[src/sv/lcg48r_pkg.sv]
// lcg48r_pkg: shared constants and types for the 48-bit LCG range generator.
// No dependencies; used by every module under sv/.
`timescale 1ns / 1ps

package lcg48r_pkg;

  localparam int SEED_W    = 48;
  localparam int MULT_W    = 35;
  localparam int DRAW_W    = 31;
  localparam int BOUND_W   = 32;
  localparam int VALUE_W   = 32;
  localparam int BCNT_W    = 6;
  localparam int MUL_CNT_W = $clog2(MULT_W);
  localparam int MOD_CNT_W = $clog2(DRAW_W);

  localparam logic [MULT_W-1:0] LCG_MULT = 35'h5DEECE66D;
  localparam logic [SEED_W-1:0] LCG_INC  = 48'hB;

  // operation codes; code 3 is unused and falls to the default arm
  typedef enum logic [1:0] {
    OP_LOAD  = 2'd0,
    OP_BITS  = 2'd1,
    OP_RANGE = 2'd2
  } op_t;

  typedef enum logic [2:0] {
    S_IDLE,
    S_MUL,
    S_DRAW,
    S_MOD,
    S_DONE
  } state_t;

  // status of a serial unit
  typedef struct packed {
    logic busy;
    logic done;
  } unit_stat_t;

endpackage

[src/sv/lcg48r_mul.sv]
// lcg48r_mul: serial seed update, seed*LCG_MULT + LCG_INC mod 2^48.
// One multiplier bit per cycle via shift registers. Depends on lcg48r_pkg.
`timescale 1ns / 1ps

module lcg48r_mul (
  input  logic                            clk,
  input  logic                            rst_n,
  input  logic                            start,
  input  logic [lcg48r_pkg::SEED_W-1:0]   seed_in,
  output lcg48r_pkg::unit_stat_t          stat,
  output logic [lcg48r_pkg::SEED_W-1:0]   product
);

  logic [lcg48r_pkg::SEED_W-1:0]    mcand_r, mcand_nxt;
  logic [lcg48r_pkg::SEED_W-1:0]    acc_r, acc_nxt;
  logic [lcg48r_pkg::MULT_W-1:0]    mplr_r, mplr_nxt;
  logic [lcg48r_pkg::MUL_CNT_W-1:0] cnt_r, cnt_nxt;
  logic                             busy_r, busy_nxt;
  logic                             done_r, done_nxt;

  always_comb begin
    mcand_nxt = mcand_r;
    acc_nxt   = acc_r;
    mplr_nxt  = mplr_r;
    cnt_nxt   = cnt_r;
    busy_nxt  = busy_r;
    done_nxt  = 1'b0;
    if (start) begin
      mcand_nxt = seed_in;
      acc_nxt   = lcg48r_pkg::LCG_INC;   // increment folded in up front
      mplr_nxt  = lcg48r_pkg::LCG_MULT;
      cnt_nxt   = '0;
      busy_nxt  = 1'b1;
    end else if (busy_r) begin
      if (mplr_r[0]) begin
        acc_nxt = acc_r + mcand_r;
      end
      mcand_nxt = mcand_r << 1;
      mplr_nxt  = mplr_r >> 1;
      cnt_nxt   = cnt_r + 1'b1;
      if (cnt_r == lcg48r_pkg::MUL_CNT_W'(lcg48r_pkg::MULT_W - 1)) begin
        busy_nxt = 1'b0;
        done_nxt = 1'b1;
      end
    end
  end

  always_ff @(posedge clk) begin
    if (!rst_n) begin
      busy_r <= 1'b0;
      done_r <= 1'b0;
    end else begin
      busy_r <= busy_nxt;
      done_r <= done_nxt;
    end
    mcand_r <= mcand_nxt;
    acc_r   <= acc_nxt;
    mplr_r  <= mplr_nxt;
    cnt_r   <= cnt_nxt;
  end

  assign stat.busy = busy_r;
  assign stat.done = done_r;
  assign product   = acc_r;

endmodule

[src/sv/lcg48r_mod.sv]
// lcg48r_mod: serial restoring remainder of a 31-bit draw by a 32-bit bound.
// One dividend bit per cycle. Depends on lcg48r_pkg.
`timescale 1ns / 1ps

module lcg48r_mod (
  input  logic                            clk,
  input  logic                            rst_n,
  input  logic                            start,
  input  logic [lcg48r_pkg::DRAW_W-1:0]   dividend,
  input  logic [lcg48r_pkg::BOUND_W-1:0]  divisor,
  output lcg48r_pkg::unit_stat_t          stat,
  output logic [lcg48r_pkg::BOUND_W-1:0]  remainder
);

  logic [lcg48r_pkg::DRAW_W-1:0]    dvd_r, dvd_nxt;
  logic [lcg48r_pkg::BOUND_W-1:0]   div_r, div_nxt;
  logic [lcg48r_pkg::BOUND_W-1:0]   rem_r, rem_nxt;
  logic [lcg48r_pkg::MOD_CNT_W-1:0] cnt_r, cnt_nxt;
  logic                             busy_r, busy_nxt;
  logic                             done_r, done_nxt;
  logic [lcg48r_pkg::BOUND_W:0]     trial;
  logic [lcg48r_pkg::BOUND_W:0]     diff;

  always_comb begin
    trial     = {rem_r, dvd_r[lcg48r_pkg::DRAW_W-1]};
    diff      = trial - {1'b0, div_r};
    dvd_nxt   = dvd_r;
    div_nxt   = div_r;
    rem_nxt   = rem_r;
    cnt_nxt   = cnt_r;
    busy_nxt  = busy_r;
    done_nxt  = 1'b0;
    if (start) begin
      dvd_nxt  = dividend;
      div_nxt  = divisor;
      rem_nxt  = '0;
      cnt_nxt  = '0;
      busy_nxt = 1'b1;
    end else if (busy_r) begin
      // remainder < divisor <= 2^31, so trial never reaches bit 32
      rem_nxt = diff[lcg48r_pkg::BOUND_W] ? trial[lcg48r_pkg::BOUND_W-1:0]
                                          : diff[lcg48r_pkg::BOUND_W-1:0];
      dvd_nxt = dvd_r << 1;
      cnt_nxt = cnt_r + 1'b1;
      if (cnt_r == lcg48r_pkg::MOD_CNT_W'(lcg48r_pkg::DRAW_W - 1)) begin
        busy_nxt = 1'b0;
        done_nxt = 1'b1;
      end
    end
  end

  always_ff @(posedge clk) begin
    if (!rst_n) begin
      busy_r <= 1'b0;
      done_r <= 1'b0;
    end else begin
      busy_r <= busy_nxt;
      done_r <= done_nxt;
    end
    dvd_r <= dvd_nxt;
    div_r <= div_nxt;
    rem_r <= rem_nxt;
    cnt_r <= cnt_nxt;
  end

  assign stat.busy = busy_r;
  assign stat.done = done_r;
  assign remainder = rem_r;

endmodule

[src/sv/lcg48_random_in_range.sv]
// lcg48_random_in_range: 48-bit LCG with load seed, next bits and bounded draw.
// From input accept: load seed and the unused op go straight to the done state;
// next bits, power-of-two and above-2^31 draws run the seed multiply, then draw;
// modulo draws add the divider; a rejected draw redoes multiply, draw and modulo.
// One word in flight, next accepted once it is handed out; in_ready high in idle,
// even while a result waits. rst_n (sync, active low) zeroes seed, empties output.
`timescale 1ns / 1ps

module lcg48_random_in_range (
  input  logic                             clk,
  input  logic                             rst_n,
  input  logic                             in_valid,
  output logic                             in_ready,
  input  logic [1:0]                       in_operation,
  input  logic [lcg48r_pkg::SEED_W-1:0]    in_seed_value,
  input  logic [lcg48r_pkg::BCNT_W-1:0]    in_bit_count,
  input  logic [lcg48r_pkg::BOUND_W-1:0]   in_range_bound,
  output logic                             out_valid,
  input  logic                             out_ready,
  output logic [lcg48r_pkg::VALUE_W-1:0]   out_random_value
);

  // control
  lcg48r_pkg::state_t state_r, state_nxt;
  logic                                   out_valid_r, out_valid_nxt;

  // payload
  logic [lcg48r_pkg::SEED_W-1:0]          seed_r, seed_nxt;
  logic [1:0]                             op_r, op_nxt;
  logic [lcg48r_pkg::BCNT_W-1:0]          bcnt_r, bcnt_nxt;
  logic [lcg48r_pkg::BOUND_W-1:0]         bound_r, bound_nxt;
  logic [lcg48r_pkg::DRAW_W-1:0]          u_r, u_nxt;
  logic [lcg48r_pkg::VALUE_W-1:0]         res_r, res_nxt;
  logic [lcg48r_pkg::VALUE_W-1:0]         out_val_r, out_val_nxt;

  // serial units
  logic                                   mul_start;
  lcg48r_pkg::unit_stat_t                 mul_stat;
  logic [lcg48r_pkg::SEED_W-1:0]          mul_product;
  logic                                   mod_start;
  lcg48r_pkg::unit_stat_t                 mod_stat;
  logic [lcg48r_pkg::BOUND_W-1:0]         mod_rem;

  // draw-stage datapath
  logic [lcg48r_pkg::DRAW_W-1:0]          draw;
  logic [lcg48r_pkg::BOUND_W-1:0]         bound_m1;
  logic                                   is_pow2;
  logic                                   over_half;
  logic [lcg48r_pkg::VALUE_W-1:0]         pow_val;
  logic [lcg48r_pkg::BCNT_W-1:0]          nsat;
  logic [lcg48r_pkg::VALUE_W-1:0]         bits_val;
  logic [lcg48r_pkg::BOUND_W-1:0]         bias_chk;

  lcg48r_mul u_mul (
    .clk     (clk),
    .rst_n   (rst_n),
    .start   (mul_start),
    .seed_in (seed_r),
    .stat    (mul_stat),
    .product (mul_product)
  );

  lcg48r_mod u_mod (
    .clk       (clk),
    .rst_n     (rst_n),
    .start     (mod_start),
    .dividend  (u_r),
    .divisor   (bound_r),
    .stat      (mod_stat),
    .remainder (mod_rem)
  );

  // top 31 bits of the freshly advanced seed
  assign draw      = seed_r[lcg48r_pkg::SEED_W-1 -: lcg48r_pkg::DRAW_W];
  assign bound_m1  = bound_r - 1'b1;
  // zero bound also lands here and yields zero
  assign is_pow2   = ((bound_r & bound_m1) == '0);
  assign over_half = bound_r[lcg48r_pkg::BOUND_W-1] &&
                     (bound_r[lcg48r_pkg::BOUND_W-2:0] != '0);
  // draw is biased when u - r + (bound-1) goes negative as int32
  assign bias_chk  = lcg48r_pkg::BOUND_W'(u_r) - mod_rem + bound_m1;

  // power-of-two bound: (bound * draw) >> 31 is a right shift by 31-k
  always_comb begin
    pow_val = '0;
    for (int j = 0; j < lcg48r_pkg::BOUND_W; j++) begin
      if (bound_r[j]) begin
        pow_val = pow_val |
                  (lcg48r_pkg::VALUE_W'(draw) >> (lcg48r_pkg::DRAW_W - j));
      end
    end
  end

  // next bits: count saturates at 32, zero count gives zero
  always_comb begin
    nsat = (bcnt_r > lcg48r_pkg::BCNT_W'(lcg48r_pkg::VALUE_W))
           ? lcg48r_pkg::BCNT_W'(lcg48r_pkg::VALUE_W) : bcnt_r;
    if (bcnt_r == '0) begin
      bits_val = '0;
    end else begin
      bits_val = lcg48r_pkg::VALUE_W'(
                   seed_r >> (lcg48r_pkg::BCNT_W'(lcg48r_pkg::SEED_W) - nsat));
    end
  end

  assign in_ready = (state_r == lcg48r_pkg::S_IDLE);

  always_comb begin
    state_nxt     = state_r;
    out_valid_nxt = out_valid_r;
    seed_nxt      = seed_r;
    op_nxt        = op_r;
    bcnt_nxt      = bcnt_r;
    bound_nxt     = bound_r;
    u_nxt         = u_r;
    res_nxt       = res_r;
    out_val_nxt   = out_val_r;
    mul_start     = 1'b0;
    mod_start     = 1'b0;

    if (out_valid_r && out_ready) begin
      out_valid_nxt = 1'b0;
    end

    case (state_r)
      lcg48r_pkg::S_IDLE: begin
        if (in_valid) begin
          op_nxt    = in_operation;
          bcnt_nxt  = in_bit_count;
          bound_nxt = in_range_bound;
          res_nxt   = '0;
          case (in_operation)
            lcg48r_pkg::OP_LOAD: begin
              seed_nxt  = in_seed_value;
              state_nxt = lcg48r_pkg::S_DONE;
            end
            lcg48r_pkg::OP_BITS,
            lcg48r_pkg::OP_RANGE: begin
              mul_start = 1'b1;
              state_nxt = lcg48r_pkg::S_MUL;
            end
            default: begin
              state_nxt = lcg48r_pkg::S_DONE;   // unused code: no-op, zero word
            end
          endcase
        end
      end

      lcg48r_pkg::S_MUL: begin
        if (mul_stat.done) begin
          seed_nxt  = mul_product;
          state_nxt = lcg48r_pkg::S_DRAW;
        end
      end

      lcg48r_pkg::S_DRAW: begin
        if (op_r == lcg48r_pkg::OP_BITS) begin
          res_nxt   = bits_val;
          state_nxt = lcg48r_pkg::S_DONE;
        end else if (is_pow2) begin
          res_nxt   = pow_val;
          state_nxt = lcg48r_pkg::S_DONE;
        end else if (over_half) begin
          res_nxt   = lcg48r_pkg::VALUE_W'(draw);
          state_nxt = lcg48r_pkg::S_DONE;
        end else begin
          u_nxt     = draw;
          state_nxt = lcg48r_pkg::S_MOD;
        end
      end

      lcg48r_pkg::S_MOD: begin
        // kick the divider on entry, u_r now holds the draw
        if (!mod_stat.busy && !mod_stat.done) begin
          mod_start = 1'b1;
        end
        if (mod_stat.done) begin
          if (bias_chk[lcg48r_pkg::BOUND_W-1]) begin
            mul_start = 1'b1;                  // redraw
            state_nxt = lcg48r_pkg::S_MUL;
          end else begin
            res_nxt   = mod_rem;
            state_nxt = lcg48r_pkg::S_DONE;
          end
        end
      end

      lcg48r_pkg::S_DONE: begin
        if (!out_valid_r || out_ready) begin
          out_val_nxt   = res_r;
          out_valid_nxt = 1'b1;
          state_nxt     = lcg48r_pkg::S_IDLE;
        end
      end

      default: begin
        state_nxt = lcg48r_pkg::S_IDLE;
      end
    endcase
  end

  always_ff @(posedge clk) begin
    if (!rst_n) begin
      state_r     <= lcg48r_pkg::S_IDLE;
      out_valid_r <= 1'b0;
      seed_r      <= '0;
    end else begin
      state_r     <= state_nxt;
      out_valid_r <= out_valid_nxt;
      seed_r      <= seed_nxt;
    end
    op_r      <= op_nxt;
    bcnt_r    <= bcnt_nxt;
    bound_r   <= bound_nxt;
    u_r       <= u_nxt;
    res_r     <= res_nxt;
    out_val_r <= out_val_nxt;
  end

  assign out_valid        = out_valid_r;
  assign out_random_value = out_val_r;

  // an accepted word always takes the engine out of idle
  a_accept_leaves_idle: assert property (@(posedge clk) disable iff (!rst_n)
    (in_valid && in_ready) |=> (state_r != lcg48r_pkg::S_IDLE))
    else $error("accepted word did not start work");

  // the multiplier only runs while the FSM waits on it
  a_mul_owned: assert property (@(posedge clk) disable iff (!rst_n)
    mul_stat.busy |-> (state_r == lcg48r_pkg::S_MUL))
    else $error("multiplier busy outside S_MUL");

  // the divider only runs while the FSM waits on it
  a_mod_owned: assert property (@(posedge clk) disable iff (!rst_n)
    mod_stat.busy |-> (state_r == lcg48r_pkg::S_MOD))
    else $error("divider busy outside S_MOD");

  // a new result word only comes out of the done state
  a_out_from_done: assert property (@(posedge clk) disable iff (!rst_n)
    $rose(out_valid_r) |-> ($past(state_r) == lcg48r_pkg::S_DONE))
    else $error("result word raised outside S_DONE");

endmodule
[config.mk]
export PLATFORM = sky130hd
export DESIGN_NAME = lcg48_random_in_range
export DESIGN_NICKNAME = d
export VERILOG_FILES = /design/src/sv/lcg48r_pkg.sv /design/src/sv/lcg48r_mul.sv /design/src/sv/lcg48r_mod.sv /design/src/sv/lcg48_random_in_range.sv
export SDC_FILE = /design/constraint.sdc
export NUM_CORES = 1
export LEC_CHECK = 0
export ABC_AREA = 0
export BUFFER_PORTS_ARGS = -buffer_cell sky130_fd_sc_hd__buf_2
export CAP_MARGIN = 25
export CORE_MARGIN = 2
export CORE_UTILIZATION = 25
export DETAILED_ROUTE_END_ITERATION = 16
export MAX_ROUTING_LAYER = met4
export PLACE_DENSITY_LB_ADDON = 0.08
export SYNTH_ARGS = -nofsm -noshare
export SYNTH_HDL_FRONTEND = slang
export SYNTH_SLANG_ARGS = --single-unit
[constraint.sdc]
create_clock -name clk -period 9.2 [get_ports clk]
set_input_delay 0.46 -clock clk [delete_from_list [all_inputs] [get_ports clk]]
set_output_delay 0.46 -clock clk [all_outputs]
set_load 0.05 [all_outputs]
# Word level (Yosys, flattened, before mapping)
# Index checks and enable logic that the tools add are counted.
[totals]
n_memories = 0
romBits = 0
latch_bits = 0
regBits = 428
ram_bits = 0
[classes]
mul = 0
magnitude_cmp = 1
n_shift = 1
div = 0
add_sub_neg = 8
muxes = 77
n_reduce_logical = 26
bitwise = 37
n_eq_ne = 16
[ops]
columns = ["cell", "n"]
rows = [
  ["32-bit 2-to-1 mux", 38],
  ["48-bit 2-to-1 mux", 5],
  ["32-bit case mux with 3 select lines", 1],
  ["48-bit case mux with 2 select lines", 1],
  ["31-bit 2-to-1 mux", 2],
  ["48-bit adder", 1],
  ["48-bit by 6-bit >> shifter with 32-bit output", 1],
  ["33-bit by 32-bit subtractor with 33-bit output", 1],
  ["32-bit adder", 1],
  ["32-bit AND", 1],
  ["32-bit zero test", 1],
  ["32-bit by 10-bit bitwise OR with 32-bit output", 1],
  ["32-bit by 11-bit bitwise OR with 32-bit output", 1],
  ["32-bit by 12-bit bitwise OR with 32-bit output", 1],
  ["32-bit by 13-bit bitwise OR with 32-bit output", 1],
  ["32-bit by 14-bit bitwise OR with 32-bit output", 1],
  ["32-bit by 15-bit bitwise OR with 32-bit output", 1],
  ["32-bit by 16-bit bitwise OR with 32-bit output", 1],
  ["32-bit by 17-bit bitwise OR with 32-bit output", 1],
  ["32-bit by 18-bit bitwise OR with 32-bit output", 1],
  ["32-bit by 19-bit bitwise OR with 32-bit output", 1],
  ["32-bit by 20-bit bitwise OR with 32-bit output", 1],
  ["32-bit by 21-bit bitwise OR with 32-bit output", 1],
  ["32-bit by 22-bit bitwise OR with 32-bit output", 1],
  ["53 further kinds", 100],
]

# Logic depth before layout (Yosys ltp)
[depth]
word_depth = 64
ltp_mapped = 26

# By module
# A second synthesis with hierarchy kept.
[hier_totals]
cells_unflattened = 3026
hier_area_um2 = 29288.1
[modules_own_cells]
columns = ["module", "cells_each", "instances", "area_per_inst_um2", "seq_area_each_um2"]
rows = [
  ["lcg48_random_in_range", 1564, 1, 15322.2, 5094.9],
  ["lcg48r_mul", 818, 1, 7818.7, 3263.1],
  ["lcg48r_mod", 644, 1, 6147.1, 2672.6],
]

# Least setup slack after synthesis
# No wires, ideal clock.
[synth_path]
path_type = "flip-flop to flip-flop"
startpoint = "reg bound_r[0] (netlist bit)"
endpoint = "reg res_r[0] (netlist bit) (enable)"
path_slack_ns = 1.958
path_stages_with_launch = 22
setup_ns = 0.470
period_less_slack_ns = 7.242
arrival_ns = 6.772
n_path_buf = 0
path_cell_list = "edfxtp_1 inv_1 ha_1 inv_1 or3_1 nor2_1 and3_1 nand2_1 or2_2 or3_1 ha_1 inv_1 fa_1 ha_1 or4_1 o21ai_0 a21oi_1 a221oi_1 o31ai_1 xnor2_1 a21o_1 a211oi_1"
[synth_between]
elab_chain_cells = 5
elab_cells_between_ends = 9
[synth_rtl]
columns = ["element", "line", "text"]
rows = [
  ["start: declaration", "lcg48_random_in_range.sv:31", "logic [lcg48r_pkg::BOUND_W-1:0] bound_r, bound_nxt;"],
  ["start signal: assignment", "lcg48_random_in_range.sv:214", "bound_r <= bound_nxt;"],
  ["parallel branches: the longest is 4 deep, another holds 32-bit by 1-bit subtractor with 32-bit output", "n/a", ""],
  ["5-bit AND reduction (no source line) (*)", "n/a", ""],
  ["end signal: assignment", "lcg48_random_in_range.sv:216", "res_r <= res_nxt;"],
  ["end: declaration", "lcg48_random_in_range.sv:33", "logic [lcg48r_pkg::VALUE_W-1:0] res_r, res_nxt;"],
]
# Mark *: on every way between the ends.
# A chain may end at the register's enable or synchronous reset.

# Final worst setup path
[layout_path]
startpoint = "reg bound_r[12] (netlist bit)"
endpoint = "reg u_mul.mcand_r[0] (netlist bit) (enable)"
[layout_between]
elab_chain_cells = 6
[layout_rtl]
columns = ["element", "line", "text"]
rows = [
  ["32-bit by 1-bit subtractor with 32-bit output", "lcg48_random_in_range.sv:75", "assign bound_m1 = bound_r - 1'b1;"],
  ["32-bit adder", "lcg48_random_in_range.sv:81", "assign bias_chk = lcg48r_pkg::BOUND_W'(u_r) - mod_rem + bound_m1;"],
  ["1-bit 2-to-1 mux", "lcg48_random_in_range.sv:178", "if (bias_chk[lcg48r_pkg::BOUND_W-1]) begin"],
  ["1-bit 2-to-1 mux", "lcg48_random_in_range.sv:177", "if (mod_stat.done) begin"],
  ["1-bit case mux with 2 select lines", "lcg48_random_in_range.sv:125", "case (state_r)"],
  ["2-bit nonzero test (no source line)", "n/a", ""],
  ["end signal: assignment", "lcg48r_mul.sv:56", "mcand_r <= mcand_nxt;"],
  ["end: declaration", "lcg48r_mul.sv:14", "logic [lcg48r_pkg::SEED_W-1:0] mcand_r, mcand_nxt;"],
]
# No other way between the ends.

==> flow_summary.toml <==
[outcome]
status = "completed"

[sta]
finalSetupViolations = 0
holdWs_ns = 0.0319
clock_skew_ns = 0.0250
finalSetupTns_ns = 0
hold_violations = 0
min_period_over_period_pct = 73.9
maxSlewHeadroom_pct = 23.5
worstMarginPinSlew_ns = 1.14
fmax_mhz = 147
fin_crit_ns = 6.80
drv_slew = 0
rsz0062_at_grt = "false"

[grt]
grt_use_total_pct = 20.1
grt_pass1_vias = 24300
grt_max_degree = 97
grt_overflow_total = 0
grt_first_pass_wirelength_mm = 170
antenna_found_initial = 3

[logic_synthesis]
ys_ff_latch = 428
async_flop_share_pct = 0
synth_edf_count = 246
syn-mean-instance-area_um2 = 9.30
ys.flop_type = "edfxtp_1"
mappedNetlistNets = 3308
synth_top_cell_area_share_pct = 26.2
ys_seq_area_share_pct = 39.1
syn_area_um2 = 28200
post-synth-top-count-cell = "nand2_1"
ys_warn_count = 0
synth_common_cells = "nand2_1 (356), edfxtp_1 (246), mux2i_1 (241)"
yosysTopAreaCell = "edfxtp_1"
synthTopCellsByArea = "edfxtp_1 (26%), dfxtp_1 (13%), mux2i_1 (8.6%)"
ys_types = 77
syn_inst = 3035

[clocking]
root_buffer = "clkbuf_16"
cts_tree = "built"
path_clk_slew_ns = 0.06
cts_resized = 0
clk_path_buf_depth = 3
clock_sinks = 428
cts_hold_buf = 31
cts_buffers = 54
insertion_delay_ns = 0.66
cts_max_level = 2
post_cts_buffers = 0

[worst_setup_path]
worstReg2RegEnd = "u_mul.mcand_r[0]$_SDFFCE_PN0P_"
r2r_slack_ns = 2.40
worstSetupPathType = "flop to flop"
crit_buf_inv = 2
crit_arrival_ns = 7.08
slowest_stage = "edfxtp_1"
crit_chain = "nor3_1, nand2b_1, nor4_1, nand2_1, or2_2, or3_1, ha_1, inv_1, fa_1, ha_1, or4_1, o21ai_0, a21oi_1, a221oi_1, o31ai_1, xnor2_1, a31oi_4, nand2b_2, buf_4"
worstPathRequired_ns = 9.49
endpoint_kind = "flop"
reg2reg_depth = 19
crit_path_start_kind = "flop"
critPathMaxStageDelay_ns = 0.78
cp_common_cell = "ha_1"
path_max_fanout = 32
path_delay_family = "simple AND/OR/NAND/NOR gates"
r2r_start = "bound_r[12]$_DFFE_PP_"

[floorplanning]
start_util_pct = 25.1
dieArea_um2 = 116000
die_y_um = 340
chipWidth_um = 340
io_pins = 126
coreArea_um2 = 112000
rows = 123

[power]
power.density_nw_per_um2 = 263
power.leakage_nw = 12.4
irDropWorstVdd_v = 0.000165

[cells_and_area]
fillerInstances = 11800
finalNetCount = 3350
syn2layout_area_growth_pct = 15.6
final_area_um2 = 32600
drive_gt1_share_pct = 11.9

[drt]
vias = 24300
drt_wl_total_mm = 115
wl_per_cell_um = 25.0
avgViaCountPerCell = 5.25
drc = 0
first_pass_iters = 6
drt_iter0_drc = 1953
postRouteAntennaNets = 0

[placement]
io_buffers = 125
post-dp-hpwl_mm = 81.2
place_area_um2 = 30500
place_congestion = 0.897

[hold_path]
min_path_type = "input pin to flop"
hold-path-endpoint = "bound_r[18]$_DFFE_PP_"
hold_start = "in_range_bound[18]"
hold-path-cell-count = 1

[job]
cap_violations = 0
-- sequential cells by signal, summed over array words and instances, names as in the netlist --
name / count
u_mod.div_r: 32
u_mul.busy_r: 1
u_mod.done_r: 1
bound_r: 32
u_mod.busy_r: 1
u_mul.cnt_r: 6
out_random_value: 32
u_mul.mplr_r: 35
op_r: 2
u_mul.done_r: 1
u_mod.dvd_r: 31
res_r: 32
u_mul.product: 48
u_mul.mcand_r: 48
u_mod.cnt_r: 5
u_r: 31
out_valid: 1
seed_r: 48
state_r: 3
u_mod.remainder: 32
bcnt_r: 6
-- how the worst max path moves through the flow --
stage / start / end / slack (ns) / cells after the start
after floorplan: bound_r[0]$_DFFE_PP_ / res_r[0]$_DFFE_PP_ / 1.96 / 21
after global placement: bound_r[2]$_DFFE_PP_ / u_mul.mcand_r[47]$_DFFE_PP_ / 2.07 / 21
after detailed placement: bound_r[2]$_DFFE_PP_ / u_mul.mcand_r[0]$_SDFFCE_PN0P_ / 2.39 / 20
final: bound_r[12]$_DFFE_PP_ / u_mul.mcand_r[0]$_SDFFCE_PN0P_ / 2.40 / 19
after global routing: bound_r[12]$_DFFE_PP_ / u_mul.mcand_r[7]$_DFFE_PP_ / 2.04 / 19
after CTS: bound_r[2]$_DFFE_PP_ / u_mul.mcand_r[0]$_SDFFCE_PN0P_ / 2.36 / 20
-- layout make-up --
class / instances / area, um2 / area share [%]
timing repair buffer: 237 / 1590 / 4.87
clock buffer: 82 / 1590 / 4.87
clock inverter: 19 / 161 / 0.495
multi-input combinational: 2215 / 15800 / 48.5
tap: 1500 / 1880 / 5.76
antenna: 1 / 2.50 / 0.00767
sequential: 428 / 11000 / 33.8
inverter: 141 / 529 / 1.62
-- cell usage in the layout (no fill, tap or decap), types with 47 or more instances in the layout --
cell type / netlist / layout
nand2_1: 356 / 355
edfxtp_1: 246 / 246
mux2i_1: 241 / 241
a21oi_1: 201 / 200
dfxtp_1: 182 / 181
nor2_1: 181 / 177
ha_1: 149 / 148
inv_1: 139 / 138
buf_2: 8 / 125
a22oi_1: 121 / 121
o21ai_0: 100 / 100
a211oi_1: 100 / 99
buf_4: 2 / 78
nand3_1: 59 / 59
clkbuf_16: 0 / 56
a221oi_1: 53 / 53
a22o_1: 50 / 50
xnor2_1: 48 / 47
a21o_1: 47 / 47
-- metrics by stage --
| step | setup WS, ns | std cells | util, % | power (mW) |
|---|---|---|---|---|
| after floorplan | 1.96 | 3035 | - | 5.26 |
| after global placement | 2.07 | 4487 | 27.2 | 6.43 |
| after detailed placement | 2.39 | 4488 | 27.2 | 6.45 |
| after CTS | 2.36 | 4620 | 29.0 | 8.65 |
| after global routing | 2.04 | 4623 | 29.1 | 9.14 |
| final | 2.40 | 4623 | 29.1 | 8.56 |
-- routing by layer --
| layer | vias up | routed length, um | track usage [%] |
|---|---|---|---|
| met5 | - | 0 | - |
| met4 | 0 | 3770 | 6.74 |
| met3 | 186 | 5820 | 2.40 |
| met2 | 795 | 53400 | 31.8 |
| met1 | 11900 | 52400 | 26.6 |
| li1 | 11400 | - | - |
-- logic make-up after synthesis --
family	Yosys count	share of synthesized area [%]
and+or+nand+nor	831	13.5
buffers and inverters	392	5.28
DFF	428	39.1
AOI/OAI and AO/OA	846	20.6
xor gates and xnor gates	77	2.39
muxes	280	10.2
adders and majority gates	181	8.88
-- where the power goes --
part	switching [mW]	internal [mW]
sequential	0.411	2.40
clock	0.886	1.24
combinational	2.20	1.42
total	3.50	5.06
No activity file was read; power rests on OpenSTA's default activity.
